$ cat config.mk
export PLATFORM = sky130hd
export DESIGN_NAME = hdlc_nrzi_afsk_bit_encoder_flat
export DESIGN_NICKNAME = d
export VERILOG_FILES = /design/src/hdl/hnabe_pkg.sv /design/src/hdl/hnabe_if.sv /design/src/hdl/hnabe_line_coder.sv /design/src/hdl/hdlc_nrzi_afsk_bit_encoder.sv /design/src/flat_wrapper.sv
export SDC_FILE = /design/constraint.sdc
export NUM_CORES = 1
export LEC_CHECK = 0
export BUFFER_PORTS_ARGS = -buffer_cell sky130_fd_sc_hd__clkbuf_2
export CELL_PAD_IN_SITES_DETAIL_PLACEMENT = 0
export CELL_PAD_IN_SITES_GLOBAL_PLACEMENT = 1
export CORE_MARGIN = 3
export CORE_UTILIZATION = 35
export CTS_CLUSTER_SIZE = 20
export DETAILED_ROUTE_END_ITERATION = 10
export PLACE_DENSITY = 0.91
export SLEW_MARGIN = 20
export SYNTH_ARGS = -nofsm -noshare
export SYNTH_HDL_FRONTEND = slang
export SYNTH_SLANG_ARGS = --single-unit
$ cat constraint.sdc
create_clock -name clk_i -period 6 [get_ports clk_i]
set_clock_uncertainty 0.15 [all_clocks]
set_input_delay 0.3 -clock clk_i [delete_from_list [all_inputs] [get_ports clk_i]]
set_output_delay 0.3 -clock clk_i [all_outputs]
set_load 0.1 [all_outputs]
$ cat src/hdl/hnabe_pkg.sv
// ----------------------------------------------------------------------------
// hnabe_pkg
// Shared constants and types for the HDLC NRZI AFSK bit encoder.
// ----------------------------------------------------------------------------
package hnabe_pkg;

  // run of ones that forces an inserted zero
  localparam int ONES_LIMIT  = 5;
  // number of waveform phases, stepped down after every space bit
  localparam int PHASE_STEPS = 6;

  // field widths
  localparam int BYTE_BITS = 8;
  localparam int PHASE_W   = 3;
  localparam int ONES_W    = 3;
  localparam int REM_W     = $clog2(BYTE_BITS + 1);

  // configuration port
  localparam int CFG_ADDR_W = 3;
  localparam int CFG_DATA_W = 32;
  // register indexes
  localparam logic REG_NRZI_ENABLE = 1'b0;

  // one bit handed to the line coder
  typedef struct packed {
    logic fire;
    logic bit_val;
  } bit_req_t;

endpackage

$ cat src/hdl/hnabe_if.sv
// ----------------------------------------------------------------------------
// hnabe_if
// Valid/ready channels for input bytes and emitted line bits.
// ----------------------------------------------------------------------------

// byte channel
interface hnabe_byte_if;
  logic                           valid;
  logic                           ready;
  logic [hnabe_pkg::BYTE_BITS-1:0] data_byte;
  logic                           stuff_enable;
  logic                           clear_ones;

  modport source (output valid, output data_byte, output stuff_enable, output clear_ones,
                  input ready);
  modport sink (input valid, input data_byte, input stuff_enable, input clear_ones,
                output ready);
endinterface

// line bit channel
interface hnabe_bit_if;
  logic                          valid;
  logic                          ready;
  logic                          line_level;
  logic [hnabe_pkg::PHASE_W-1:0] phase_index;
  logic                          is_stuffed;
  logic                          last_bit;

  modport source (output valid, output line_level, output phase_index, output is_stuffed,
                  output last_bit, input ready);
  modport sink (input valid, input line_level, input phase_index, input is_stuffed,
                input last_bit, output ready);
endinterface

$ cat src/hdl/hnabe_line_coder.sv
// ----------------------------------------------------------------------------
// hnabe_line_coder
// NRZI or plain level coding with the waveform phase that follows it.
// ----------------------------------------------------------------------------
module hnabe_line_coder (
  input  logic                          clk_i,
  input  logic                          rst_ni,
  input  logic                          nrzi_en_i,
  input  hnabe_pkg::bit_req_t           req_i,
  output logic                          level_o,
  output logic [hnabe_pkg::PHASE_W-1:0] phase_o
);

  logic                          level_q, level_d;
  logic [hnabe_pkg::PHASE_W-1:0] phase_q, phase_d;
  logic                          level_new;

  // level for the bit now presented: toggle on zero, or follow the bit
  always_comb begin
    if (nrzi_en_i) begin
      level_new = level_q ^ ~req_i.bit_val;
    end else begin
      level_new = req_i.bit_val;
    end
  end

  assign level_o = level_new;
  assign phase_o = phase_q;

  // phase steps down cyclically after a space bit
  always_comb begin
    level_d = level_q;
    phase_d = phase_q;
    if (req_i.fire) begin
      level_d = level_new;
      if (!level_new) begin
        if (phase_q == '0) begin
          phase_d = hnabe_pkg::PHASE_W'(hnabe_pkg::PHASE_STEPS - 1);
        end else begin
          phase_d = phase_q - hnabe_pkg::PHASE_W'(1);
        end
      end
    end
  end

  always_ff @(posedge clk_i or negedge rst_ni) begin
    if (!rst_ni) begin
      level_q <= 1'b0;
      phase_q <= '0;
    end else begin
      level_q <= level_d;
      phase_q <= phase_d;
    end
  end

endmodule

$ cat src/hdl/hdlc_nrzi_afsk_bit_encoder.sv
// ----------------------------------------------------------------------------
// hdlc_nrzi_afsk_bit_encoder
// HDLC bit stuffing and NRZI or plain line coding, one line bit per cycle unless stalled.
// ----------------------------------------------------------------------------
// A byte is taken on the input channel and shifted out LSB first through an
// 8-bit shift register, one line bit per cycle while the output is not stalled.
// With stuffing on, a zero is inserted after every run of five ones, so a byte
// yields 8 to 10 output items; the next byte is taken in the cycle that its
// predecessor's last bit goes into the output register. Each item carries the
// coded level, the waveform phase for its sample block, the inserted-zero flag
// and the last-bit flag. Output stalls hold the shift register. Register 0
// (byte address 0, bit 0) selects NRZI coding and resets to 1; the user must
// write it only while the encoder is idle; the block does not enforce this.
// ----------------------------------------------------------------------------
module hdlc_nrzi_afsk_bit_encoder (
  input  logic                                 clk_i,
  input  logic                                 rst_ni,
  hnabe_byte_if.sink                           in_chan,
  hnabe_bit_if.source                          out_chan,
  input  logic                                 psel,
  input  logic                                 penable,
  input  logic                                 pwrite,
  input  logic [hnabe_pkg::CFG_ADDR_W-1:0]     paddr,
  input  logic [hnabe_pkg::CFG_DATA_W-1:0]     pwdata,
  output logic [hnabe_pkg::CFG_DATA_W-1:0]     prdata,
  output logic                                 pready
);

  logic                            nrzi_q;
  logic [hnabe_pkg::BYTE_BITS-1:0] data_q, data_d;
  logic                            stuff_q, stuff_d;
  logic [hnabe_pkg::REM_W-1:0]     rem_q, rem_d;
  logic                            pend_q, pend_d;
  logic [hnabe_pkg::ONES_W-1:0]    ones_q, ones_d;
  logic [hnabe_pkg::ONES_W:0]      ones_sum;

  logic                            out_valid_q, out_valid_d;
  logic                            level_q;
  logic [hnabe_pkg::PHASE_W-1:0]   phase_q;
  logic                            stuffed_q;
  logic                            last_q;

  logic                            busy;
  logic                            adv;
  logic                            in_acc;
  logic                            cur_bit;
  logic                            cur_last;
  logic                            stuff_now;
  logic                            cfg_wr;
  hnabe_pkg::bit_req_t             req;
  logic                            coded_level;
  logic [hnabe_pkg::PHASE_W-1:0]   coded_phase;

  // configuration register
  assign pready = 1'b1;
  assign cfg_wr = psel && penable && pwrite;

  always_ff @(posedge clk_i or negedge rst_ni) begin
    if (!rst_ni) begin
      nrzi_q <= 1'b1;
    end else if (cfg_wr && (paddr[2] == hnabe_pkg::REG_NRZI_ENABLE)) begin
      nrzi_q <= pwdata[0];
    end
  end

  always_comb begin
    prdata = '0;
    if (paddr[2] == hnabe_pkg::REG_NRZI_ENABLE) begin
      prdata[0] = nrzi_q;
    end
  end

  // handshake: a bit moves whenever the output register is free
  assign busy           = (rem_q != '0) || pend_q;
  assign adv            = busy && (!out_valid_q || out_chan.ready);
  assign in_chan.ready  = !busy || (adv && cur_last);
  assign in_acc         = in_chan.valid && in_chan.ready;

  // bit selection, ones run and last-bit detection
  assign cur_bit   = pend_q ? 1'b0 : data_q[0];
  assign ones_sum  = {1'b0, ones_q} + (hnabe_pkg::ONES_W + 1)'(1);
  assign stuff_now = stuff_q && data_q[0] &&
                     (ones_sum >= (hnabe_pkg::ONES_W + 1)'(hnabe_pkg::ONES_LIMIT));
  assign cur_last  = adv && (pend_q ? (rem_q == '0)
                                    : ((rem_q == hnabe_pkg::REM_W'(1)) && !stuff_now));

  always_comb begin
    data_d   = data_q;
    stuff_d  = stuff_q;
    rem_d    = rem_q;
    pend_d   = pend_q;
    ones_d   = ones_q;
    if (adv) begin
      if (pend_q) begin
        // inserted zero
        pend_d   = 1'b0;
        ones_d   = '0;
      end else begin
        data_d = data_q >> 1;
        rem_d  = rem_q - hnabe_pkg::REM_W'(1);
        if (stuff_q) begin
          if (stuff_now) begin
            pend_d = 1'b1;
            ones_d = '0;
          end else if (data_q[0]) begin
            ones_d = ones_sum[hnabe_pkg::ONES_W-1:0];
          end else begin
            ones_d = '0;
          end
        end
      end
    end
    // a new byte loads the shift register
    if (in_acc) begin
      data_d  = in_chan.data_byte;
      stuff_d = in_chan.stuff_enable;
      rem_d   = hnabe_pkg::REM_W'(hnabe_pkg::BYTE_BITS);
      pend_d  = 1'b0;
      if (in_chan.clear_ones) begin
        ones_d = '0;
      end
    end
  end

  always_ff @(posedge clk_i or negedge rst_ni) begin
    if (!rst_ni) begin
      rem_q  <= '0;
      pend_q <= 1'b0;
      ones_q <= '0;
    end else begin
      rem_q  <= rem_d;
      pend_q <= pend_d;
      ones_q <= ones_d;
    end
  end

  always_ff @(posedge clk_i) begin
    data_q  <= data_d;
    stuff_q <= stuff_d;
  end

  // line coding and phase
  assign req.fire    = adv;
  assign req.bit_val = cur_bit;

  hnabe_line_coder u_coder (
    .clk_i     (clk_i),
    .rst_ni    (rst_ni),
    .nrzi_en_i (nrzi_q),
    .req_i     (req),
    .level_o   (coded_level),
    .phase_o   (coded_phase)
  );

  // output register
  always_comb begin
    out_valid_d = out_valid_q;
    if (adv) begin
      out_valid_d = 1'b1;
    end else if (out_chan.ready) begin
      out_valid_d = 1'b0;
    end
  end

  always_ff @(posedge clk_i or negedge rst_ni) begin
    if (!rst_ni) begin
      out_valid_q <= 1'b0;
    end else begin
      out_valid_q <= out_valid_d;
    end
  end

  always_ff @(posedge clk_i) begin
    if (adv) begin
      level_q   <= coded_level;
      phase_q   <= coded_phase;
      stuffed_q <= pend_q;
      last_q    <= cur_last;
    end
  end

  assign out_chan.valid       = out_valid_q;
  assign out_chan.line_level  = level_q;
  assign out_chan.phase_index = phase_q;
  assign out_chan.is_stuffed  = stuffed_q;
  assign out_chan.last_bit    = last_q;

endmodule

$ cat src/flat_wrapper.sv
// flat-port wrapper written by rule: the top's interface ports become plain ports
module hdlc_nrzi_afsk_bit_encoder_flat 
  (clk_i, rst_ni, psel, penable, pwrite, paddr, pwdata, prdata, pready, in_chan_valid, in_chan_data_byte, in_chan_stuff_enable, in_chan_clear_ones, in_chan_ready, out_chan_valid, out_chan_line_level, out_chan_phase_index, out_chan_is_stuffed, out_chan_last_bit, out_chan_ready);
  hnabe_byte_if in_chan_i ();
  hnabe_bit_if out_chan_i ();
  input  logic clk_i;
  input  logic rst_ni;
  input  logic psel;
  input  logic penable;
  input  logic pwrite;
  input  logic [hnabe_pkg::CFG_ADDR_W-1:0] paddr;
  input  logic [hnabe_pkg::CFG_DATA_W-1:0] pwdata;
  output logic [hnabe_pkg::CFG_DATA_W-1:0] prdata;
  output logic pready;
  input wire logic [$bits(in_chan_i.valid)-1:0] in_chan_valid;
  input wire logic [$bits(in_chan_i.data_byte)-1:0] in_chan_data_byte;
  input wire logic [$bits(in_chan_i.stuff_enable)-1:0] in_chan_stuff_enable;
  input wire logic [$bits(in_chan_i.clear_ones)-1:0] in_chan_clear_ones;
  output wire logic [$bits(in_chan_i.ready)-1:0] in_chan_ready;
  output wire logic [$bits(out_chan_i.valid)-1:0] out_chan_valid;
  output wire logic [$bits(out_chan_i.line_level)-1:0] out_chan_line_level;
  output wire logic [$bits(out_chan_i.phase_index)-1:0] out_chan_phase_index;
  output wire logic [$bits(out_chan_i.is_stuffed)-1:0] out_chan_is_stuffed;
  output wire logic [$bits(out_chan_i.last_bit)-1:0] out_chan_last_bit;
  input wire logic [$bits(out_chan_i.ready)-1:0] out_chan_ready;
  assign in_chan_i.valid = in_chan_valid;
  assign in_chan_i.data_byte = in_chan_data_byte;
  assign in_chan_i.stuff_enable = in_chan_stuff_enable;
  assign in_chan_i.clear_ones = in_chan_clear_ones;
  assign in_chan_ready = in_chan_i.ready;
  assign out_chan_valid = out_chan_i.valid;
  assign out_chan_line_level = out_chan_i.line_level;
  assign out_chan_phase_index = out_chan_i.phase_index;
  assign out_chan_is_stuffed = out_chan_i.is_stuffed;
  assign out_chan_last_bit = out_chan_i.last_bit;
  assign out_chan_i.ready = out_chan_ready;
  hdlc_nrzi_afsk_bit_encoder u_core (.clk_i(clk_i), .rst_ni(rst_ni), .in_chan(in_chan_i), .out_chan(out_chan_i), .psel(psel), .penable(penable), .pwrite(pwrite), .paddr(paddr), .pwdata(pwdata), .prdata(prdata), .pready(pready));
endmodule
; Yosys cells after proc, flatten, opt, wreduce, memory -nomap -nowiden
; Index checks and enable logic that the tools add are counted.
[word_totals]
reg_bits = 29
in_bits = 52
output_inout_bits = 41
elab_cells = 71
[op_classes]
add_sub_neg = 3
magnitude_cmp = 1
n_eq_ne = 2
muxes = 25
bitwise = 4
n_reduce_logical = 23
[op_table]
columns = cell, count
row1 = $mux W3, 8
row2 = $mux W8, 3
row3 = $mux W4, 3
row4 = $mux W1, 11
row5 = $logic_and A1 B1 Y1, 10
row6 = $add A3 B1 Y4 const B, 1
row7 = $eq A4 B1 Y1 const B, 1
row8 = $ge A4 B3 Y1 const B, 1
row9 = $logic_not A4 Y1, 1
row10 = $reduce_and A2 Y1, 2
row11 = $reduce_bool A2 Y1, 2
row12 = $reduce_bool A4 Y1, 1
row13 = $sub A4 B1 Y4 const B, 1
row14 = $logic_not A1 Y1, 3
row15 = $logic_not A3 Y1, 1
row16 = $logic_or A1 B1 Y1, 3
row17 = $not A1 Y1, 3
row18 = $sub A3 B1 Y3 const B, 1
row19 = $ne A2 B2 Y1 const B, 1
row20 = $xor A1 B1 Y1, 1

; Depth between registers and ports, before layout
; Gate-level depths: netlist of the first run.
[logic_depth]
word_depth = 12
depth_mapped = 8
depth_no_buf = 7

; Cells and area by module
; From an unflattened synthesis of the first run, not the netlist that was laid out.
[hier_totals]
cells_unflattened = 151
area_unflattened_um2 = 1696.6
[modules_own_cells]
columns = mod, instances, cells_per_inst, area_per_inst_um2, seq_area_each_um2
row1 = hdlc_nrzi_afsk_bit_encoder, 1, 130, 1463.9, 701.9
row2 = hnabe_line_coder, 1, 21, 232.7, 100.1

; Worst setup path before layout of the first run
; Ideal clock, no wire load.
[synth_timing]
path_type = reg2out
startpoint = register u_core.out_valid_q (netlist: u_core.out_chan.valid)
endpoint = output in_chan_ready
arrival_time_ns = 2.488
required_ns = 5.550
setup_slack_ns = 3.062
path_stages_with_launch = 3
path_buffers = 0
path_cell_list = dfrtp_1 nor2b_1 o21bai_1
[synth_via]
elab_chain_cells = 6
[synth_lines]
columns = element, line_no
row1 = start: declaration, hdlc_nrzi_afsk_bit_encoder.sv:37  ; logic out_valid_q, out_valid_d;
row2 = start signal: assignment, hdlc_nrzi_afsk_bit_encoder.sv:169  ; out_valid_q <= out_valid_d;
row3 = $logic_not A1 Y1 (*), hdlc_nrzi_afsk_bit_encoder.sv:75  ; assign adv = busy && (!out_valid_q || out_chan.ready);
row4 = $logic_or A1 B1 Y1 (*), hdlc_nrzi_afsk_bit_encoder.sv:75
row5 = $logic_and A1 B1 Y1 (*), hdlc_nrzi_afsk_bit_encoder.sv:75
row6 = $logic_and A1 B1 Y1, hdlc_nrzi_afsk_bit_encoder.sv:84  ; assign cur_last = adv && (pend_q ? (rem_q == '0)
row7 = $logic_and A1 B1 Y1 (*), hdlc_nrzi_afsk_bit_encoder.sv:76  ; assign in_chan.ready = !busy || (adv && cur_last);
row8 = $logic_or A1 B1 Y1 (*), hdlc_nrzi_afsk_bit_encoder.sv:76
row9 = end: declaration, flat_wrapper.sv:19  ; output wire logic [$bits(in_chan_i.ready)-1:0] in_chan_ready;
; Mark *: on every way between the ends. The rest lies on a longest branch, timed or not.

; Worst setup path after layout of the first run
[layout_timing]
startpoint = register u_core.rem_q[0] in the netlist's numbering
endpoint = register u_core.data_q[1] in the netlist's numbering (enable)
[layout_via]
elab_chain_cells = 9
word_cells_on_any_way = 15
classes_between = eq/ne (2) / mux (1) / reduce/logical (12)
[layout_lines]
columns = element, line_no
row1 = start: declaration, hdlc_nrzi_afsk_bit_encoder.sv:32  ; logic [hnabe_pkg::REM_W-1:0] rem_q, rem_d;
row2 = start signal: assignment, hdlc_nrzi_afsk_bit_encoder.sv:131  ; rem_q <= rem_d;
row3 = $eq A4 B1 Y1 or $reduce_bool A4 Y1 (tied branches), "hdlc_nrzi_afsk_bit_encoder.sv:85, hdlc_nrzi_afsk_bit_encoder.sv:74"
row4 = $logic_and A1 B1 Y1 or $logic_or A1 B1 Y1 (tied branches), "hdlc_nrzi_afsk_bit_encoder.sv:85, hdlc_nrzi_afsk_bit_encoder.sv:74"
row5 = $mux W1 or $logic_and A1 B1 Y1 (tied branches), "hdlc_nrzi_afsk_bit_encoder.sv:84, hdlc_nrzi_afsk_bit_encoder.sv:75"
row6 = $logic_and A1 B1 Y1, hdlc_nrzi_afsk_bit_encoder.sv:84
row7 = $logic_and A1 B1 Y1, hdlc_nrzi_afsk_bit_encoder.sv:76
row8 = $logic_or A1 B1 Y1, hdlc_nrzi_afsk_bit_encoder.sv:76
row9 = $logic_and A1 B1 Y1, hdlc_nrzi_afsk_bit_encoder.sv:77  ; assign in_acc = in_chan.valid && in_chan.ready;
row10 = $ne A2 B2 Y1 (no source line) or $reduce_bool A2 Y1 (tied branches), --
row11 = $reduce_and A2 Y1 (no source line) (*), --
row12 = end signal: assignment, hdlc_nrzi_afsk_bit_encoder.sv:138  ; data_q <= data_d;
row13 = end: declaration, hdlc_nrzi_afsk_bit_encoder.sv:30  ; logic [hnabe_pkg::BYTE_BITS-1:0] data_q, data_d;
; Marked as above.
; A chain may end at the register's enable or synchronous reset.

==> metrics.sh, run 1 <==
STATUS='finished clean'
FINAL_CYCLE_SHARE_PCT=46.6
SYN2LAYOUT_AREA_GROWTH_PCT=7.86
DRIVE_ABOVE_1_SHARE_PCT=26.6
GR-USAGE-ALL-LAYERS_PCT=9.46
N_ANTENNA_CELL=0
DIE-HEIGHT_UM=75.1
CRIT_ARRIVAL_NS=2.59
SYNTH_EDF_COUNT=15
SLOWEST_DELAY_NS=0.64
REQUIRED_ARRIVAL_TIME_AT_THE_WORST_ENDPOINT_NS=5.79
TIMING_WORST_SETUP_PATH_TYPE='flop to flop'
GRT_FIRST_PASS_WIRELENGTH_UM=4000
TIMING.FMAX_GHz=0.358
FINAL.SETUP.TNS_NS=0
YS_TOP_CELLS_BY_AREA='sky130_fd_sc_hd__edfxtp_1, sky130_fd_sc_hd__dfrtp_1, sky130_fd_sc_hd__buf_4'
VIASPERCELL=4.48
POST_SYNTH_INSTANCE_AREA_SQ_MM=0.00167
FINAL-HOLD-VIOLATION-COUNT=0
REPORT.FINAL.SLEW_VIOL_COUNT=0
GRT_PASS1_VIAS=940
P_PER_CELL_AREA_mW_PER_MM2=493
DRTPASS1ITERATIONS=4
DRT-WIRELENGTH-PER-CELL_UM=11.3
CLOCK_SINK_COUNT=29
FLOORPLAN.CORE_AREA_SQ_MM=0.00447
NUM-NETS-FINAL=233
TIMING.FINAL.SETUP_VIOLATIONS=0
GR-TOTAL-OVERFLOW=0
IO_PINS=93
ASYNC_RESET_FF_SHARE_PCT=48.3
CTS.PATH.MAX_BUFFERS=2
SYNTH_CELLS=147
FLOORPLAN.INITIALDENSITY_PCT=37.4
PATH_DELAY_FAMILY='simple AND/OR/NAND/NOR gates'
POWER.STATIC_LEAKAGE_nW=0.812
DETAILROUTE.VIA_COUNT=1027
SYNTH_CELL_TYPES=40
ROUTE.DETAILED.DRC=0
TIMING.FINAL.CRIT_PERIOD_NS=2.79
VDD_DROP_MAX_mV=0.148
POST-PLACE-WS_NS=3.18
CLKSLEWWORSTSETUPHOLDPATHS_NS=0.06
HPWLAFTERDP_UM=1970
YS_SEQ_AREA_SHARE_PCT=48.0
YOSYS_WARNINGS=0
SYNTH_FF_TYPE='sky130_fd_sc_hd__edfxtp_1'
LARGEST_AREA_CONTRIBUTOR_IN_THE_SYNTHESIZED_NETLIST='sky130_fd_sc_hd__edfxtp_1'
CRITPATHLAUNCHTYPE='flop'
HTREE_NUM_LEVELS=2
UNREPAIRED_SETUP_ENDPOINTS_AFTER_GLOBAL_ROUTING='no'
GRT_ANTENNA_BEFORE_REPAIR=0
MAXCAPVIOLATIONS=0
CLK_LATENCY_NS=0.27
FINAL_CORE_UTIL_PCT=40.3
INSERTED_CLOCK_BUFFERS=5
STARTING_DRT_DRC_COUNT=43
WORST_SLEW_MARGIN_REL_PCT=40.7
TIGHTEST_HOLD_CHECK_TYPE='primary input to flop'
STD_CELL_ROWS=24
CRITPATHSLOWESTCELL='sky130_fd_sc_hd__a32o_1'
KIND_OF_CAPTURE_POINT_OF_THE_WORST_SETUP_PATH='flop'
TRITONCTS='done'
PLACE.PORT_BUFFERS=27
TIGHTESTPINTRANSITION_NS=0.884
POSTSYNTHREGISTERBITS=29
CTS_ROOT_BUFFER='sky130_fd_sc_hd__clkbuf_8'
FLOORPLAN.DIE_AREA_SQ_MM=0.00564
SHARE_OF_THE_SYNTHESIZED_AREA_IN_THE_TOP_CELL_TYPE_PCT=26.9
TIMING.FINAL.WS_SETUP_NS=3.21
TIMING.CRITICAL_PATH.FANOUT_MAX=16
POSTROUTEANTENNANETS=0
ROUTED_WL_UM=2590
CRITICAL_PATH.N_BUFFERS_INVERTERS=1
DESIGN_POWER_TOTAL_uW=889
DIE_BOUNDARY_WIDTH_UM=75.1
CRITICAL_PATH.CELL_CHAIN='inv_1 > ha_1 > nor4b_1 > a32o_1 > or2_1'
SYNTH.AVG_CELL_AREA_SQ_UM=11.4
GP_CONGESTION=0.801
LARGEST_NET_DEGREE_AT_THE_START_OF_GLOBAL_ROUTING=17
## cells in the final DEF, fill, tap and decap left out, types with 3 or more instances in the layout
master                     Yosys  layout
sky130_fd_sc_hd__a22oi_1       3       3
sky130_fd_sc_hd__clkbuf_2      0      27
sky130_fd_sc_hd__clkbuf_8      0       6
sky130_fd_sc_hd__conb_1        2      32
sky130_fd_sc_hd__dfrtp_1      13      13
sky130_fd_sc_hd__edfxtp_1     15      15
sky130_fd_sc_hd__ha_1          5       5
sky130_fd_sc_hd__inv_1         7       7
sky130_fd_sc_hd__mux2_2        7       7
sky130_fd_sc_hd__nand2_1       4       4
sky130_fd_sc_hd__nand2b_1      4       4
sky130_fd_sc_hd__nor2_1        7       7
sky130_fd_sc_hd__nor2b_1       4       4
sky130_fd_sc_hd__o21ai_0       5       5
sky130_fd_sc_hd__xnor2_1       4       4
## final timing paths
check,cells past startpoint,start,to,slack [ns]
max in group asynchronous,2,rst_ni,u_core.nrzi_q,5.06
min in group asynchronous,2,rst_ni,u_core.out_chan.valid,0.32
min,1,in_chan_stuff_enable,u_core.stuff_q,0.05
max,5,u_core.rem_q[0],u_core.data_q[1],3.21
max reg2reg,5,u_core.rem_q[0],u_core.data_q[1],3.21
min reg2reg,1,u_core.u_coder.level_q,u_core.u_coder.level_q,0.33
## logic make-up after synthesis
| logic type | synth area share, % |
|---|---|
| buffers and inverters | 18.5 |
| AND/OR/NAND/NOR | 11.7 |
| flip-flops | 48.0 |
| AO/OA/AOI/OAI | 8.76 |
| multiplexers | 6.81 |
| adder cells (fa/ha/maj) | 3.74 |
| XOR/XNOR | 2.10 |
| other | 0.449 |
## where the power goes
group	internal (mW)	switching (mW)	leakage (nW)
clock network	0.0906	0.0702	0.0486
logic	0.0978	0.291	0.447
registers	0.292	0.0471	0.316
total	0.481	0.408	0.812
## area by class of cell
type                    count  area [sq um]
fillers                   409          2670
flip-flops and latches     29           802
multi-input cells         105           673
repair buffers             28           145
clock buffers               6          82.6
well taps                  52          65.1
inverters                   7          26.3
clock inverters             2          8.76
## per-stage QoR
step | cell area, sq um | instances | hold WS (ns)
2_1_floorplan | 1780 | 177 | -0.146
3_3_place_gp | 1700 | 220 | 0.0799
5_1_grt | 1800 | 229 | 0.0459
4_1_cts | 1800 | 229 | 0.0521
6_report | 1800 | 229 | 0.0529
3_5_place_dp | 1700 | 220 | 0.0786
## state kept, by name, indices dropped and copies added (netlist names)
register	count
u_core.nrzi_q	1
u_core.u_coder.phase_o	3
u_core.stuff_q	1
u_core.data_q	8
u_core.out_chan.line_level	1
u_core.ones_q	3
u_core.pend_q	1
u_core.out_chan.valid	1
u_core.out_chan.is_stuffed	1
u_core.rem_q	4
u_core.u_coder.level_q	1
u_core.out_chan.last_bit	1
u_core.out_chan.phase_index	3
## synth_stat cells (2+ instances only)
cell type                  count
sky130_fd_sc_hd__ha_1          5
sky130_fd_sc_hd__or2_2         2
sky130_fd_sc_hd__mux2i_1       2
sky130_fd_sc_hd__a21oi_1       2
sky130_fd_sc_hd__nand2_1       4
sky130_fd_sc_hd__nor2b_1       4
sky130_fd_sc_hd__buf_6         2
sky130_fd_sc_hd__a211oi_1      2
sky130_fd_sc_hd__nand3_1       2
sky130_fd_sc_hd__o31ai_1       2
sky130_fd_sc_hd__nand2b_1      4
sky130_fd_sc_hd__buf_4        32
sky130_fd_sc_hd__dfrtp_1      13
sky130_fd_sc_hd__edfxtp_1     15
sky130_fd_sc_hd__nand4b_1      2
sky130_fd_sc_hd__nor2_1        7
sky130_fd_sc_hd__mux2_2        7
sky130_fd_sc_hd__a22oi_1       3
sky130_fd_sc_hd__o21ai_0       5
sky130_fd_sc_hd__xnor2_1       4
sky130_fd_sc_hd__conb_1        2
sky130_fd_sc_hd__nor3_1        2
sky130_fd_sc_hd__inv_1         7
## metal layers
metal | up-vias | GRT usage (%) | wire length, um
met1 | 479 | 11.2 | 1100
met2 | 35 | 15.3 | 1290
met4 | 0 | 5.34 | 56
li1 | 507 | - | -
met3 | 6 | 2.80 | 138
met5 | - | 0 | 0
## repair_timing
item / in CTS / in global routing
gates resized for setup: 0 / 0
buffers inserted: 0 / 0
hold buffers: 1 / 0
hold endpoints to repair: 13 / 0
Power figures use the tool's default switching activity.
==> inputs of run 2 (changes only) <==
Settings changed: CORE_UTILIZATION 35 to 29, PLACE_DENSITY 0.91 to 0.81.
Clock period 6 ns to 2.3 ns, I/O delays scaled along.
==> run 2 against run 1 <==
Fmax is 26% higher. Power increased to 2.7 times the previous value. Die area increased by 19%. Largest cell class unchanged. Largest power group unchanged.
==> metrics.sh, run 2 (synthesis results as in run 1) <==
STATUS='finished clean'
CTS_ROOT_BUFFER='sky130_fd_sc_hd__clkbuf_8'
FINAL.HOLD.WORST_SLACK_NS=0.0212
PLACE.PORT_BUFFERS=27
POSTROUTEANTENNANETS=0
VDD_DROP_MAX_mV=0.536
CLK_LATENCY_NS=0.28
KIND_OF_CAPTURE_POINT_OF_THE_WORST_SETUP_PATH='flop'
NUM-NETS-FINAL=253
TIMING.FINAL.SETUP_VIOLATIONS=0
GR-USAGE-ALL-LAYERS_PCT=9.70
LARGEST_REGISTER_FFS=8
ROUTE.DETAILED.DRC=0
TRITONCTS='done'
FINALINSTANCEAREA_SQ_MM=0.00205
FINAL-HOLD-VIOLATION-COUNT=0
HTREE_NUM_LEVELS=2
DRTPASS1ITERATIONS=3
UNREPAIRED_SETUP_ENDPOINTS_AFTER_GLOBAL_ROUTING='no'
HPWLAFTERDP_UM=2200
STD_CELL_ROWS=27
P_PER_CELL_AREA_mW_PER_MM2=1190
REPORT.FINAL.SLEW_VIOL_COUNT=0
CLOCK_SINK_COUNT=29
CTS.PATH.MAX_BUFFERS=2
GRT_ANTENNA_BEFORE_REPAIR=0
POWER.STATIC_LEAKAGE_nW=0.921
TIGHTESTPINTRANSITION_NS=0.547
LAYOUT_COMMONEST_CELL='sky130_fd_sc_hd__conb_1'
FLOORPLAN.INITIALDENSITY_PCT=30.2
STARTING_DRT_DRC_COUNT=32
TIMING.FMAX_GHz=0.449
GP_CONGESTION=0.860
FLOORPLAN.DIE_AREA_SQ_MM=0.00671
DRIVE_ABOVE_1_SHARE_PCT=31.5
FINAL_CYCLE_SHARE_PCT=96.8
WORST_SLEW_MARGIN_REL_PCT=63.7
GRT_PASS1_VIAS=1043
DRT-WIRELENGTH-PER-CELL_UM=11.3
GR-TOTAL-OVERFLOW=0
DIE-HEIGHT_UM=81.9
MAXCAPVIOLATIONS=0
GRT_FIRST_PASS_WIRELENGTH_UM=4760
DESIGN_POWER_TOTAL_mW=2.43
CRIT_ARRIVAL_NS=2.11
INSERTED_CLOCK_BUFFERS=5
IO_PINS=93
ROUTED_WL_UM=3030
LARGEST_NET_DEGREE_AT_THE_START_OF_GLOBAL_ROUTING=15
FINAL_CORE_UTIL_PCT=36.9
TIMING.FINAL.CRIT_PERIOD_NS=2.23
TIMING_WORST_SETUP_PATH_TYPE='flop to flop'
SYN2LAYOUT_AREA_GROWTH_PCT=22.5
CLKSLEWWORSTSETUPHOLDPATHS_NS=0.07
LAYOUT_TOP_REGISTERS='u_core.data_q x8, u_core.rem_q x4'
TIMING.CRITICAL_PATH.FANOUT_MAX=11
FINAL.SETUP.TNS_NS=0
REQUIRED_ARRIVAL_TIME_AT_THE_WORST_ENDPOINT_NS=2.19
VIASPERCELL=4.15
N_ANTENNA_CELL=0
CTS_POST_SETUP_BUFFERS_INSERTED=0
TIGHTEST_HOLD_CHECK_TYPE='primary input to flop'
DIE_BOUNDARY_WIDTH_UM=81.9
LAYOUT_COMMON_CELLS='sky130_fd_sc_hd__conb_1, sky130_fd_sc_hd__clkbuf_2, sky130_fd_sc_hd__edfxtp_1'
LARGEST-REGISTER='u_core.data_q'
DETAILROUTE.VIA_COUNT=1117
FLOORPLAN.CORE_AREA_SQ_MM=0.00554
CRITPATHLAUNCHTYPE='flop'
FILL_CELLS=571
PLACEMENT_CELL_AREA_SQ_MM=0.00183
-- run 2: power by group --
group / total (mW) / internal, mW / switching, mW
Combinational: 1.14 / 0.345 / 0.793
Clock: 0.403 / 0.209 / 0.194
Sequential: 0.886 / 0.762 / 0.123
-- run 2: cell type report --
cell class              instances  area (sq um)  share of cell area [%]
repair buffers                 48           350                    17.1
inverters                       7          26.3                    1.28
clock inverters                 2          10.0                   0.489
clock buffers                   6          72.6                    3.55
well taps                      72          90.1                    4.40
flip-flops and latches         29           806                    39.4
multi-input cells             105           692                    33.8
-- run 2: worst paths after layout --
check	from	endpoint	slack, ns	cells after the start
hold reg to reg	u_core.u_coder.level_q	u_core.u_coder.level_q	0.34	1
min in group asynchronous	rst_ni	u_core.u_coder.phase_o[1]	0.13	2
setup reg to reg	u_core.ones_q[0]	u_core.data_q[6]	0.07	7
setup / recovery	u_core.ones_q[0]	u_core.data_q[6]	0.07	7
max in group asynchronous	rst_ni	u_core.nrzi_q	1.56	2
hold / removal	pwrite	u_core.nrzi_q	0.02	3
-- run 2: critical path, cell delays in order, from the launching register on --
cell                      delay [ns]
sky130_fd_sc_hd__dfrtp_1        0.42
sky130_fd_sc_hd__inv_1          0.08
sky130_fd_sc_hd__ha_1           0.17
sky130_fd_sc_hd__a21oi_1        0.09
sky130_fd_sc_hd__a311o_1        0.31
sky130_fd_sc_hd__a32o_2         0.32
sky130_fd_sc_hd__buf_12         0.15
sky130_fd_sc_hd__mux2_4         0.29
-- run 2: metal layers --
| layer | wire length (um) | track usage (%) | vias to the layer above |
|---|---|---|---|
| li1 | - | - | 543 |
| met1 | 1270 | 10.3 | 526 |
| met2 | 1500 | 17.0 | 40 |
| met3 | 199 | 3.07 | 8 |
| met4 | 60 | 4.98 | 0 |
| met5 | 0 | 0 | - |
-- run 2: stage by stage --
step                      cells  setup WS [ns]
after floorplan             177       0.000350
after global placement      249        -0.0464
after detailed placement    249        -0.0323
after CTS                   269         0.0112
after global routing        269         0.0150
final                       269         0.0745
-- run 2: repair_timing --
| action | 4_1_cts | 5_1_grt |
|---|---|---|
| resized for setup | 2 | 2 |
| hold endpoints to repair | 27 | 0 |
| hold buffers | 12 | 0 |
| pin swaps | 0 | 2 |
| setup endpoints to repair | 15 | 15 |
==> inputs of run 3 (changes only) <==
Settings changed: PLACE_DENSITY 0.81 to default, PLACE_DENSITY_LB_ADDON from default to 0.1.
==> run 3 against run 2 <==
Combinational power about the same. Largest cell class unchanged. Setup slack improved by 0.019 ns. Register-to-register slack better by 0.02 ns. Sequential share of layout area is 0.12 points higher. Largest power group unchanged. Die area did not move. Via count fell by 0.72%.
==> metrics.sh, run 3 (synthesis results as in run 1) <==
RRSETUPSLACK_NS=0.09
GR-USAGE-ALL-LAYERS_PCT=9.76
INSERTED_CLOCK_BUFFERS=5
STD_CELL_ROWS=27
GR-TOTAL-OVERFLOW=0
DRTPASS1ITERATIONS=4
ROUTE.TOP_LAYER_USED='met4'
FLOORPLAN.INITIALDENSITY_PCT=30.2
SEQCELLAREA_SQ_UM=806
PLACEMENT_CELL_AREA_SQ_MM=0.00181
HTREE_NUM_LEVELS=2
GP_CONGESTION=0.760
FINAL_CYCLE_SHARE_PCT=95.9
REPORT.FINAL.SLEW_VIOL_COUNT=0
FINAL-HOLD-VIOLATION-COUNT=0
TIMING.FINAL.WS_SETUP_NS=0.0932
WORSTREG2REGSTART='u_core.pend_q'
DIE_BOUNDARY_WIDTH_UM=81.9
DRIVE_ABOVE_1_SHARE_PCT=30.3
VDD_DROP_MAX_mV=0.564
DETAILROUTE.VIA_COUNT=1109
CTS.PATH.MAX_BUFFERS=2
CP-STARTPOINT='u_core.pend_q'
TIGHTEST_HOLD_CHECK_TYPE='primary input to flop'
CRITPATHLAUNCHTYPE='flop'
DRT-WIRELENGTH-PER-CELL_UM=11.2
VIASPERCELL=4.15
UNREPAIRED_SETUP_ENDPOINTS_AFTER_GLOBAL_ROUTING='no'
LARGEST-REGISTER='u_core.data_q'
TIGHTESTPINTRANSITION_NS=0.542
TIMING.CRITICAL_PATH.FANOUT_MAX=9
FILL_CELLS=580
FINALINSTANCEAREA_SQ_MM=0.00204
FLOORPLAN.CORE_AREA_SQ_MM=0.00554
SYN2LAYOUT_AREA_GROWTH_PCT=22.1
LAYOUT_TOP_REGISTERS='u_core.data_q x8, u_core.rem_q x4'
CLKSLEWWORSTSETUPHOLDPATHS_NS=0.06
ROUTED_METAL_1_WIRELENGTH_UM=1290
FINAL.SETUP.TNS_NS=0
HPWLAFTERDP_UM=2320
CLOCK_SINK_COUNT=29
TIMING.FMAX_GHz=0.453
IO_PINS=93
N_ANTENNA_CELL=0
LARGEST_NET_DEGREE_AT_THE_START_OF_GLOBAL_ROUTING=15
STARTING_DRT_DRC_COUNT=25
TIMING.FINAL.SETUP_VIOLATIONS=0
P_PER_CELL_AREA_mW_PER_MM2=1190
DESIGN_POWER_TOTAL_mW=2.43
TIMING_WORST_SETUP_PATH_TYPE='flop to flop'
GRT_PASS1_VIAS=1043
FLOORPLAN.DIE_AREA_SQ_MM=0.00671
LARGEST_REGISTER_FFS=8
CTS_ROOT_BUFFER='sky130_fd_sc_hd__clkbuf_8'
POWER.STATIC_LEAKAGE_nW=0.916
CRIT-REG2REG-CAPTURE='u_core.data_q[6]'
POSTROUTEANTENNANETS=0
DIE-HEIGHT_UM=81.9
POST-PLACE-WS_NS=0.0459
GRT_FIRST_PASS_WIRELENGTH_UM=4880
KIND_OF_CAPTURE_POINT_OF_THE_WORST_SETUP_PATH='flop'
PLACE.PORT_BUFFERS=27
GRT_ANTENNA_BEFORE_REPAIR=0
MET3_WIRELENGTH_UM=194
ROUTE.DETAILED.DRC=0
ROUTED_WL_UM=3000
CRIT_ARRIVAL_NS=2.08
CLK_LATENCY_NS=0.27
MULTI_INPUT_AREA_SQ_UM=692
CRITICAL_PATH_END='u_core.data_q[6]'
STATUS='finished clean'
LAYOUT_COMMON_CELLS='sky130_fd_sc_hd__conb_1, sky130_fd_sc_hd__clkbuf_2, sky130_fd_sc_hd__edfxtp_1'
DR_WL_MET2_UM=1460
TRITONCTS='done'
REQUIRED_ARRIVAL_TIME_AT_THE_WORST_ENDPOINT_NS=2.17
WORST_SLEW_MARGIN_REL_PCT=64.0
LAYOUT_COMMONEST_CELL='sky130_fd_sc_hd__conb_1'
MAXCAPVIOLATIONS=0
RR_WORST_DEPTH=5
TIMING.FINAL.CRIT_PERIOD_NS=2.21
NUM-NETS-FINAL=251
-- run 3: timing repair --
item                                    CTS  global route
endpoints found under the hold margin    27             0
hold buffers                             12             0
gates resized for setup                   0             4
setup buffers                             0             0
endpoints found under the setup margin    0            16
-- run 3: report_power, final --
part           internal (mW)  switching (mW)  total [mW]
Sequential             0.763           0.120       0.883
Combinational          0.338           0.791        1.13
Clock                  0.236           0.179       0.415
Total                   1.34            1.09        2.43
-- run 3: worst min-delay path by stage --
stage                  from                   endpoint  slack, ns  cells past startpoint
floorplan            rst_ni           u_core.ones_q[0]      -0.33                      0
global placement     rst_ni  u_core.u_coder.phase_o[2]      -0.09                      1
detailed placement   rst_ni  u_core.u_coder.phase_o[2]      -0.08                      1
CTS                  pwrite              u_core.nrzi_q       0.01                      3
global route        penable              u_core.nrzi_q       0.03                      3
finish               pwrite              u_core.nrzi_q       0.02                      3
-- run 3: per-layer routing --
metal | vias up | track usage (%)
met2 | 38 | 15.9
met4 | 0 | 4.49
li1 | 538 | -
met5 | - | 0
met3 | 5 | 2.96
met1 | 528 | 11.7
-- run 3: final cells by class --
type	count	area share, %
sequential	29	39.5
multi-input combinational	105	33.9
timing repair buffer	46	16.4
tap	72	4.41
clock buffer	6	4.05
inverter	7	1.29
clock inverter	2	0.429
-- run 3: critical path: stages (launching register included) --
cell	delay (ns)
sky130_fd_sc_hd__dfrtp_1	0.49
sky130_fd_sc_hd__nand3b_4	0.21
sky130_fd_sc_hd__a311o_1	0.36
sky130_fd_sc_hd__a32o_2	0.31
sky130_fd_sc_hd__buf_12	0.14
sky130_fd_sc_hd__mux2_4	0.29
-- run 3: per-stage QoR --
| stage | utilization (%) | std cells | hold slack, ns |
|---|---|---|---|
| after floorplan | - | 177 | -0.331 |
| after global placement | 32.7 | 247 | -0.0912 |
| after detailed placement | 32.7 | 247 | -0.0822 |
| after CTS | 36.6 | 267 | 0.0127 |
| after global routing | 36.8 | 267 | 0.0321 |
| final | 36.8 | 267 | 0.0228 |
